File: src/sv/las_pkg.sv
`timescale 1ns / 1ps

package las_pkg;

  // Default grid edge length, in cells
  localparam int GRID_DIM_DEF = 64;

  // Field widths of the command and response words
  localparam int CMD_W   = 2;
  localparam int COORD_W = 6;

  // Neighbor counts of the B3/S23 rule
  localparam logic [3:0] BIRTH_CNT = 4'd3;
  localparam logic [3:0] KEEP_CNT  = 4'd2;

  typedef enum logic [CMD_W-1:0] {
    CMD_WRITE = 2'd0,
    CMD_READ  = 2'd1,
    CMD_STEP  = 2'd2
  } las_cmd_e;

  typedef enum logic [1:0] {
    ST_IDLE,
    ST_READ,
    ST_SWEEP
  } las_state_e;

  // Controller to datapath
  typedef struct packed {
    logic cell_wr;      // write one cell from the command word
    logic cell_rd;      // issue a row read for a cell read
    logic out_now;      // load a response with no cell data
    logic out_read;     // load a response from the row just read
    logic sweep_start;  // clear the window and the row counter
    logic sweep_run;    // advance the generation sweep
    logic out_step;     // load the response that closes a step
  } las_ctl_t;

  // Datapath to controller
  typedef struct packed {
    logic out_busy;     // response register full and not taken this cycle
    logic sweep_last;   // final cycle of the sweep
  } las_sts_t;

  // Next state of the center cell of a 3x3 window
  function automatic logic life_rule(logic [2:0] up, logic [2:0] mid, logic [2:0] dn);
    logic [3:0] n;
    n = 4'(up[0]) + 4'(up[1]) + 4'(up[2]) + 4'(mid[0]) + 4'(mid[2])
      + 4'(dn[0]) + 4'(dn[1]) + 4'(dn[2]);
    return (n == BIRTH_CNT) || (mid[1] && (n == KEEP_CNT));
  endfunction

endpackage

File: src/sv/las_ctrl.sv
`timescale 1ns / 1ps

module las_ctrl import las_pkg::*; (
  input  logic             clk_i,
  input  logic             rst_ni,
  input  logic             cmd_valid_i,
  input  logic [CMD_W-1:0] cmd_code_i,
  output logic             cmd_ready_o,
  input  las_sts_t         sts_i,
  output las_ctl_t         ctl_o
);

  las_state_e state_q, state_d;

  always_ff @(posedge clk_i or negedge rst_ni) begin
    if (!rst_ni) begin
      state_q <= ST_IDLE;
    end else begin
      state_q <= state_d;
    end
  end

  always_comb begin
    state_d = state_q;
    case (state_q)
      ST_IDLE: begin
        if (cmd_valid_i && !sts_i.out_busy) begin
          case (cmd_code_i)
            CMD_READ: state_d = ST_READ;
            CMD_STEP: state_d = ST_SWEEP;
            default:  state_d = ST_IDLE;
          endcase
        end
      end
      ST_READ: state_d = ST_IDLE;
      ST_SWEEP: begin
        if (sts_i.sweep_last) state_d = ST_IDLE;
      end
      default: state_d = ST_IDLE;
    endcase
  end

  always_comb begin
    ctl_o       = '0;
    cmd_ready_o = 1'b0;
    case (state_q)
      ST_IDLE: begin
        // take a word only when the response slot is free by the next edge
        cmd_ready_o = !sts_i.out_busy;
        if (cmd_valid_i && !sts_i.out_busy) begin
          case (cmd_code_i)
            CMD_WRITE: begin
              ctl_o.cell_wr = 1'b1;
              ctl_o.out_now = 1'b1;
            end
            CMD_READ: ctl_o.cell_rd     = 1'b1;
            CMD_STEP: ctl_o.sweep_start = 1'b1;
            default:  ctl_o.out_now     = 1'b1;
          endcase
        end
      end
      ST_READ: ctl_o.out_read = 1'b1;
      ST_SWEEP: begin
        ctl_o.sweep_run = 1'b1;
        ctl_o.out_step  = sts_i.sweep_last;
      end
      default: ;
    endcase
  end

`ifndef SYNTHESIS
  a_read_answers_next: assert property (@(posedge clk_i) disable iff (!rst_ni)
    ctl_o.cell_rd |=> ctl_o.out_read)
    else $error("cell read did not load its response on the next cycle");

  a_load_into_free_slot: assert property (@(posedge clk_i) disable iff (!rst_ni)
    (ctl_o.out_now || ctl_o.out_read || ctl_o.out_step) |-> !sts_i.out_busy)
    else $error("response loaded while the previous one is still held");

  a_single_load: assert property (@(posedge clk_i) disable iff (!rst_ni)
    $onehot0({ctl_o.out_now, ctl_o.out_read, ctl_o.out_step}))
    else $error("more than one response source selected");

  a_sweep_follows_start: assert property (@(posedge clk_i) disable iff (!rst_ni)
    ctl_o.sweep_start |=> (ctl_o.sweep_run && !ctl_o.out_step))
    else $error("sweep did not begin after a step command");
`endif

endmodule

File: config.mk
export PLATFORM = sky130hd
export DESIGN_NAME = las_ctrl
export DESIGN_NICKNAME = d
export VERILOG_FILES = /design/src/sv/las_pkg.sv /design/src/sv/las_ctrl.sv
export SDC_FILE = /design/constraint.sdc
export NUM_CORES = 1
export LEC_CHECK = 0
export BUFFER_PORTS_ARGS = -buffer_cell sky130_fd_sc_hd__buf_2
export CAP_MARGIN = 0
export CORE_AREA = 2 2 39 41
export CTS_BUF_LIST = sky130_fd_sc_hd__clkbuf_16
export CTS_CLUSTER_SIZE = 14
export DETAILED_ROUTE_END_ITERATION = 16
export DIE_AREA = 0 0 41 43
export GPL_TIMING_DRIVEN = 0
export SETUP_SLACK_MARGIN = 0.15
export SLEW_MARGIN = 15
export SYNTH_ARGS = -nofsm -noshare
export SYNTH_HDL_FRONTEND = slang
export SYNTH_SLANG_ARGS = --single-unit
File: constraint.sdc
create_clock -name clk_i -period 1.2 [get_ports clk_i]
set_clock_uncertainty 0.1 [all_clocks]
set_input_delay 0.18 -clock clk_i [delete_from_list [all_inputs] [get_ports clk_i]]
set_output_delay 0.18 -clock clk_i [all_outputs]
set_load 0.005 [all_outputs]
======== Word level (Yosys, flattened, before mapping) ========
Index checks and enable logic that the tools add are counted.
storage, ports and cells
  register bits after elaboration ......... 2
  output and inout bits ................... 8
  word-level logic and storage cells ...... 28
operators by class
  eq/ne operators ......................... 6
  muxes and demuxes ....................... 15
  reduce and logical (&&, ||, !) cells .... 6
operators with widths
  operator              count
  $mux W1               8
  $pmux W2 S2           2
  $mux W2               3
  $mux W3               2
  $eq A2 B1 Y1 const B  2
  $eq A2 B2 Y1 const B  2
  $logic_not A2 Y1      2
  $ne A2 B2 Y1 const B  2
  $reduce_and A2 Y1     1
  $reduce_or A2 Y1      1
  $logic_and A1 B1 Y1   1
  $logic_not A1 Y1      1

======== Logic depth before layout (Yosys ltp) ========
Gate-level depths: netlist of run 1.
  word-level depth ........................ 5
  mapped depth ............................ 4

======== Least setup slack after synthesis of run 1 ========
No wires, ideal clock.
  path kind ............................... register -> output
  start ................................... reg state_q[0]
  end ..................................... out ctl_o[4] (netlist name)
  arrival ................................. 0.885 ns
  slack ................................... 0.035 ns
  stages on the path, launching flop included .. 3
  cells stage by stage .................... dfrtp_1 > nor4b_4 > nor2b_1
RTL lines
  what                      line            source
  start: declaration        las_ctrl.sv:13  las_state_e state_q, state_d;
  start signal: assignment  las_ctrl.sv:19  state_q <= state_d;
  end: declaration          las_ctrl.sv:10  output las_ctl_t ctl_o

==> out/results.tsv, run 1 <==
metric	value	unit
HPWL after DPL	322	um
CTS H-tree lvls	1	
Worst R2R Path Depth	2	
CTS max path bufs	2	
met2 Resource Use GR	6.88	%
Net Sw Power	106	uW
sw frac	16.4	%
share of cells above drive strength 1	61.9	%
Ports	15	
CP endpoint kind	output pin	
Pint	538	uW
largest register by flop count	state_q	
chip width	41	um
CP Depth	5	
FMAX	0.658	GHz
routed vias/inst	3.81	
Top Registers	state_q (2)	
initial core utilization	14.2	%
fill count	154	
Buf+Inv Stages, Crit Path	3	
clock share of power	77.5	%
First-pass DRT Iterations	1	
Final setup viols	8	
clock latency at the later pin of the worst-skew pair	220	ps
Syn Inst Count	20	
r2r setup slk	150	ps
core area	1380	um2
slowest library cell on the worst path	dfrtp_2	
vias in the first global route	180	
Final Max Slew Viols	0	
CP Cell Sequence	buf_4, buf_6, nor2b_4, and2_4, buf_2	
worst vdd ir	590	uV
warnings from Yosys	0	
met1 GRT Util	8.04	%
post-route ant nets	0	
CP startpoint kind	flop	
GPL Wtd Cong	0.559	
worst hold slack	146	ps
register share of total power	11.6	%
min cycle time layout	1520	ps
Seq/Total Area, Yosys	25.5	%
pin count of the biggest net entering global routing	7	
Die Y	43	um
DRC	0	
initial antenna violation count	0	
Leak Pwr	0.231	nW
Layout Area Growth over Synthesis	115	%
slowest cell delay on critical path	420	ps
RSZ-0062 raised after global routing	true	
outcome	finished with violations	
Comb power frac	10.9	%
total nets after synthesis	30	
CP Max Fanout	4	
Overflow after GRT	0	
CTS tree	done	
number of flip-flops in the largest register	2	
Hold Crit Class	in -> reg	
grt peak-use layer	met1	
Routed WL per cell	8.09	um
non-filler cells, final	58	
kind of cell adding the most delay to the critical path	flip-flops	
part of the cycle the worst path needs	127	%
Total GRT Usage	6.83	%
Req. time, crit path	920	ps
Rows	14	
CTS Root Buffer Type	clkbuf_16	
final net count	54	
Max-Cap Viols	0	
Worst Max-Slew Pin Slew	282	ps
Yosys cell types	10	
Inserted Clock Buffers	3	
Die ar.	1760	um2
final worst setup slack	-320	ps
failing checks	setup timing	
I/O Buffers	14	
n_diodes	0	
initial DRC count	0	
Slew HR	81.1	%
critical path class	reg -> out	
routing usage on met3	6.28	%
Final Hold Fails	0	
PwrDens	1520	nW/um2
synthesized area per cell	9.82	um2
register bit total from synthesis	2	
placed cell count	50	
first-pass GRT wire length	710	um
total routed wirelength	469	um
Worst-path clk slew	30	ps
hold depth	3	
Cell Area, Synth	196	um2
Vias	221	
CTS sink cnt	2	
worst path arrival time	1240	ps
## placed cells by master (no fill, tap or decap)
cell,n
buf_2,14
and2_1,4
ha_1,3
clkbuf_16,3
inv_1,2
buf_6,2
buf_4,2
nor4b_4,1
nor2b_2,1
nor2b_4,1
and2_4,1
nor2b_1,1
nor3_1,1
nand4bb_1,1
nand2b_1,1
a21oi_1,1
dlygate4sd3_1,1
dfrtp_1,1
dfrtp_2,1
## cells in the mapped netlist (all sizes together)
cell type	n	area share, %
nor3	1	2.5
a21oi	1	2.5
inv	2	3.8
and2	5	16
nand4bb	1	5.7
nor2b	3	9.6
nand2b	1	3.2
ha	3	19
nor4b	1	12
dfrtp	2	25
## routing by layer
metal / up-vias / routed length (um)
met5: - / 0
met4: 0 / 17
met3: 2 / 66
met2: 14 / 190
met1: 92 / 195
li1: 113 / -
## worst min-delay path, delay by kind of cell
family	cells	cell delay, ps
and+or+nand+nor	1	90
buffers and inverters	1	90
AOI/OAI and AO/OA	1	60
## final timing paths
path / from / end
setup / recovery: state_q[1]$_DFFE_PN0P_ / ctl_o[0]
max in group asynchronous: rst_ni / state_q[1]$_DFFE_PN0P_
hold reg to reg: state_q[0]$_DFFE_PN0P_ / state_q[0]$_DFFE_PN0P_
min in group asynchronous: rst_ni / state_q[1]$_DFFE_PN0P_
setup reg to reg: state_q[0]$_DFFE_PN0P_ / state_q[0]$_DFFE_PN0P_
hold / removal: sts_i[0] / state_q[1]$_DFFE_PN0P_
## final cells by class
class | count | area (um2) | share of cell area [%]
clock buffer | 3 | 75.1 | 17.8
inverter | 2 | 7.51 | 1.78
multi-input combinational | 16 | 151 | 35.8
tap | 16 | 20.0 | 4.73
timing repair buffer | 19 | 118 | 27.8
sequential | 2 | 51.3 | 12.1
## logic make-up (layout without fill, tap and decap cells)
kind of cell,count (synthesis),count (layout),synth area share (%)
AO/OA/AOI/OAI,1,1,2.55
AND/OR/NAND/NOR,12,12,49.0
flip-flops,2,2,25.5
adder cells (fa/ha/maj),3,3,19.1
buffers and inverters,2,24,3.82
## power groups by stage
stage	combinational [mW]	clock [mW]	sequential, mW
global route	0.0799	0.513	0.0753
finish	0.0699	0.499	0.0748
CTS	0.0566	0.504	0.0754
global placement	0.0514	0	0.0762
floorplan	0.0254	0	0.0755
detailed placement	0.0518	0	0.0762
## per-stage QoR
stage / power [mW] / setup slack [ps] / util, % / area (um2) / TNS [ps]
floorplan: 0.101 / 37.7 / - / 196 / 0
global placement: 0.128 / -142 / 20.7 / 287 / -545
detailed placement: 0.128 / -139 / 20.7 / 287 / -516
CTS: 0.636 / -348 / 27.5 / 380 / -1830
global route: 0.668 / -386 / 30.6 / 423 / -2580
finish: 0.644 / -320 / 30.6 / 423 / -2100
## repair_timing
| action | in CTS | in global routing |
|---|---|---|
| setup endpoints to repair | 9 | 9 |
| pin swaps | 4 | 5 |
| endpoints found under the hold margin | 2 | 0 |
| gates resized for setup | 1 | 6 |
| setup buffers | 1 | 3 |
| hold buffers | 1 | 0 |
Note: power is estimated with default switching activity, not from simulation.
==> inputs of run 2 (changes only) <==
==> constraint.sdc (replaced) <==
create_clock -name clk_i -period 1.9 [get_ports clk_i]
set_clock_uncertainty 0.1 [all_clocks]
set_input_delay 0.285 -clock clk_i [delete_from_list [all_inputs] [get_ports clk_i]]
set_output_delay 0.285 -clock clk_i [all_outputs]
set_load 0.005 [all_outputs]
==> out/results.tsv, run 2 (same netlist as run 1, synthesis figures left out) <==
metric	value	unit
outcome	completed	
Inserted Clock Buffers	3	
CTS Root Buffer Type	clkbuf_16	
CTS tree	done	
r2r setup slk	790	ps
initial antenna violation count	0	
PwrDens	1040	nW/um2
number of flip-flops in the largest register	2	
share of cells above drive strength 1	53.8	%
critical path class	reg -> out	
Die ar.	1760	um2
post-route ant nets	0	
RR Startpoint	state_q[0]$_DFFE_PN0P_	
worst vdd ir	333	uV
placed cell areas	287	um2
R2R Path End	state_q[0]$_DFFE_PN0P_	
Rows	14	
FF+latch area	51.3	um2
Max-Cap Viols	0	
worst path arrival time	1280	ps
Worst R2R Path Depth	2	
Vias	205	
Overflow after GRT	0	
CTS H-tree lvls	1	
CP Max Fanout	5	
part of the cycle the worst path needs	87.6	%
RSZ-0062 raised after global routing	false	
GPL Wtd Cong	0.579	
Layout Area Growth over Synthesis	94.9	%
most common cell after layout, fill and taps aside	buf_2	
Slew HR	81.2	%
hold wc startpoint	sts_i[0]	
Worst-path clk slew	30	ps
final instance area	383	um2
routed vias/inst	3.73	
largest register by flop count	state_q	
CTS max path bufs	2	
n_diodes	0	
Die Y	43	um
DRC	0	
chip width	41	um
initial DRC count	1	
Multi-input gate area	141	um2
Worst Max-Slew Pin Slew	280	ps
Hold EP	state_q[1]$_DFFE_PN0P_	
Ports	15	
core area	1380	um2
clock latency at the later pin of the worst-skew pair	220	ps
FMAX	0.601	GHz
First-pass DRT Iterations	2	
Hold Crit Class	in -> reg	
fill count	158	
initial core utilization	14.2	%
vias in the first global route	173	
CTS sink cnt	2	
Req. time, crit path	1510	ps
first-pass GRT wire length	683	um
CP endpoint kind	output pin	
total routed wirelength	443	um
Final Max Slew Viols	0	
Final Hold Fails	0	
most frequent cells in the layout	buf_2 (14), and2_1 (5), ha_1 (3), clkbuf_16 (3)	
Leak Pwr	0.211	nW
pin count of the biggest net entering global routing	7	
Final setup viols	0	
CP startpoint kind	flop	
final net count	51	
Routed WL per cell	8.05	um
Top Registers	state_q (2)	
Power Total	396	uW
setup TNS	0	ps
hold depth	3	
I/O Buffers	14	
Total GRT Usage	6.63	%
min cycle time layout	1660	ps
==> run 2: cell count changes in the layout (fill, tap and decap cells not counted), sizes merged <==
cell  previous run  this run
buf             18        15
==> run 2: report_power, final <==
group | internal, mW | switching (mW)
logic | 0.0211 | 0.0146
clock network | 0.268 | 0.0455
registers | 0.0448 | 0.00300
==> run 2: metal layers <==
metal / share of wire [%] / global-route usage (%)
met2: 42 / 6.88
met4: 0 / 6.00
met3: 14 / 6.28
met1: 44 / 7.40
met5: 0 / 0
==> run 2: cell type report <==
cell class,instances,area share [%]
flip-flops and latches,2,13.4
multi-input cells,16,36.9
inverters,2,1.96
repair buffers,16,22.9
well taps,16,5.23
clock buffers,3,19.6
==> run 2: worst max path at each step <==
stage / slack (ps) / startpoint / depth (start not counted) / end
final: 240 / state_q[0]$_DFFE_PN0P_ / 3 / ctl_o[4]
after global routing: 140 / state_q[0]$_DFFE_PN0P_ / 3 / ctl_o[4]
after CTS: 230 / state_q[0]$_DFFE_PN0P_ / 3 / ctl_o[2]
after detailed placement: 460 / state_q[0]$_DFFE_PN0P_ / 3 / ctl_o[2]
after global placement: 450 / state_q[0]$_DFFE_PN0P_ / 3 / ctl_o[6]
after floorplan: 630 / state_q[0]$_DFFE_PN0P_ / 2 / ctl_o[4]
==> run 2: critical path: stages (launching register included) <==
cell and delay (ps):
dfrtp_2 420, nor4b_4 350, nor2b_2 190, buf_2 110
==> run 2: per-stage QoR <==
stage / worst slack, ps / hold WS [ps] / util, % / instances
finish: 236 / 245 / 27.7 / 55
global route: 140 / 264 / 27.7 / 55
CTS: 227 / 251 / 26.9 / 54
detailed placement: 460 / -29.3 / 20.7 / 50
global placement: 454 / -29.5 / 20.7 / 50
floorplan: 630 / -111 / - / 20
==> run 2: what timing repair did <==
item	in CTS	in global routing
hold buffers	1	0
hold endpoints to repair	2	0
setup endpoints to repair	0	1
resized for setup	0	2
buffers inserted	0	1
==> inputs of run 3 (changes only) <==
--- a/config.mk
+++ b/config.mk
@@ -8,7 +8,6 @@
 export BUFFER_PORTS_ARGS = -buffer_cell sky130_fd_sc_hd__buf_2
 export CAP_MARGIN = 0
 export CORE_AREA = 2 2 39 41
-export CTS_BUF_LIST = sky130_fd_sc_hd__clkbuf_16
 export CTS_CLUSTER_SIZE = 14
 export DETAILED_ROUTE_END_ITERATION = 16
 export DIE_AREA = 0 0 41 43
==> out/results.tsv, run 3 (same netlist as run 1, synthesis figures left out) <==
metric	value	unit
clock latency at the later pin of the worst-skew pair	220	ps
CTS tree	done	
CTS Root Buffer Type	clkbuf_4	
routed vias/inst	3.60	
FMAX	0.600	GHz
part of the cycle the worst path needs	87.7	%
fill count	163	
Vias	198	
post-route ant nets	0	
Top Registers	state_q (2)	
Req. time, crit path	1510	ps
outcome	completed	
I/O Buffers	14	
most common cell after layout, fill and taps aside	buf_2	
Max-Cap Viols	0	
core area	1380	um2
Routed WL per cell	7.33	um
n_diodes	0	
GPL Wtd Cong	0.579	
number of flip-flops in the largest register	2	
share of cells above drive strength 1	53.8	%
Final setup viols	0	
vias in the first global route	158	
pre-CTS setup slack	460	ps
most frequent cells in the layout	buf_2 (14), and2_1 (5), ha_1 (3), clkbuf_4 (3)	
Die Y	43	um
min cycle time layout	1670	ps
worst hold slack	239	ps
Final Hold Fails	0	
RSZ-0062 raised after global routing	true	
Total GRT Usage	5.73	%
Final Max Slew Viols	0	
initial antenna violation count	0	
worst path arrival time	1280	ps
Leak Pwr	0.188	nW
final net count	51	
initial DRC count	5	
setup TNS	0	ps
CP Max Fanout	5	
CP endpoint kind	output pin	
CP startpoint kind	flop	
Overflow after GRT	0	
chip width	41	um
initial core utilization	14.2	%
worst vdd ir	185	uV
Layout Area Growth over Synthesis	68.2	%
DRC	0	
largest register by flop count	state_q	
First-pass DRT Iterations	2	
Slew HR	81.2	%
critical path class	reg -> out	
total routed wirelength	403	um
Ports	15	
pin count of the biggest net entering global routing	7	
final worst setup slack	234	ps
Rows	14	
Worst-path clk slew	30	ps
Die ar.	1760	um2
CTS H-tree lvls	1	
Inserted Clock Buffers	3	
first-pass GRT wire length	614	um
PwrDens	526	nW/um2
CTS sink cnt	2	
Hold Crit Class	in -> reg	
Worst Max-Slew Pin Slew	281	ps
CTS max path bufs	2	
-- run 3: cell counts in the layout (fill, tap and decap cells not counted) --
Identical to the previous run, type by type.
-- run 3: worst paths after layout --
kind,startpoint,end,slack (ps),cells past startpoint
setup / recovery,state_q[0]$_DFFE_PN0P_,ctl_o[4],230,3
hold / removal,sts_i[0],state_q[1]$_DFFE_PN0P_,240,3
setup reg to reg,state_q[0]$_DFFE_PN0P_,state_q[0]$_DFFE_PN0P_,790,2
hold reg to reg,state_q[0]$_DFFE_PN0P_,state_q[1]$_DFFE_PN0P_,390,1
max in group asynchronous,rst_ni,state_q[0]$_DFFE_PN0P_,1310,2
min in group asynchronous,rst_ni,state_q[1]$_DFFE_PN0P_,280,2
-- run 3: critical path, cell delays in order, from the launching register on --
cell and delay (ps):
dfrtp_2 420, nor4b_4 350, nor2b_2 190, buf_2 110
-- run 3: metal layers --
layer  GRT usage (%)  share of wire, %  vias to the layer above
li1                -                 -                      106
met1            7.42                49                       80
met2            5.00                36                       12
met3            6.28                15                        0
met4            4.00                 0                        0
met5               0                 0                        -
-- run 3: timing repair --
item | in CTS | in global routing
hold buffers | 1 | 0
buffers inserted | 0 | 1
resized for setup | 0 | 2
hold endpoints to repair | 2 | 0
setup endpoints to repair | 0 | 1
-- run 3: layout make-up --
class / count / area, um2 / area share (%)
clock buffer: 3 / 22.5 / 6.82
inverter: 2 / 7.51 / 2.27
multi-input combinational: 16 / 141 / 42.8
sequential: 2 / 51.3 / 15.5
tap: 16 / 20.0 / 6.06
timing repair buffer: 16 / 87.6 / 26.5
-- run 3: report_power, final --
group	internal [mW]	switching, mW
registers	0.0448	0.00303
logic	0.0210	0.0142
clock network	0.0695	0.0214
total	0.135	0.0386
-- run 3: metrics by stage --
| step | cell area [um2] | utilization, % | power [mW] | cells |
|---|---|---|---|---|
| 6_report | 330 | 23.9 | 0.174 | 55 |
| 2_1_floorplan | 196 | - | 0.0637 | 20 |
| 3_5_place_dp | 287 | 20.7 | 0.0805 | 50 |
| 5_1_grt | 330 | 23.9 | 0.193 | 55 |
| 4_1_cts | 319 | 23.1 | 0.179 | 54 |
| 3_3_place_gp | 287 | 20.7 | 0.0806 | 50 |
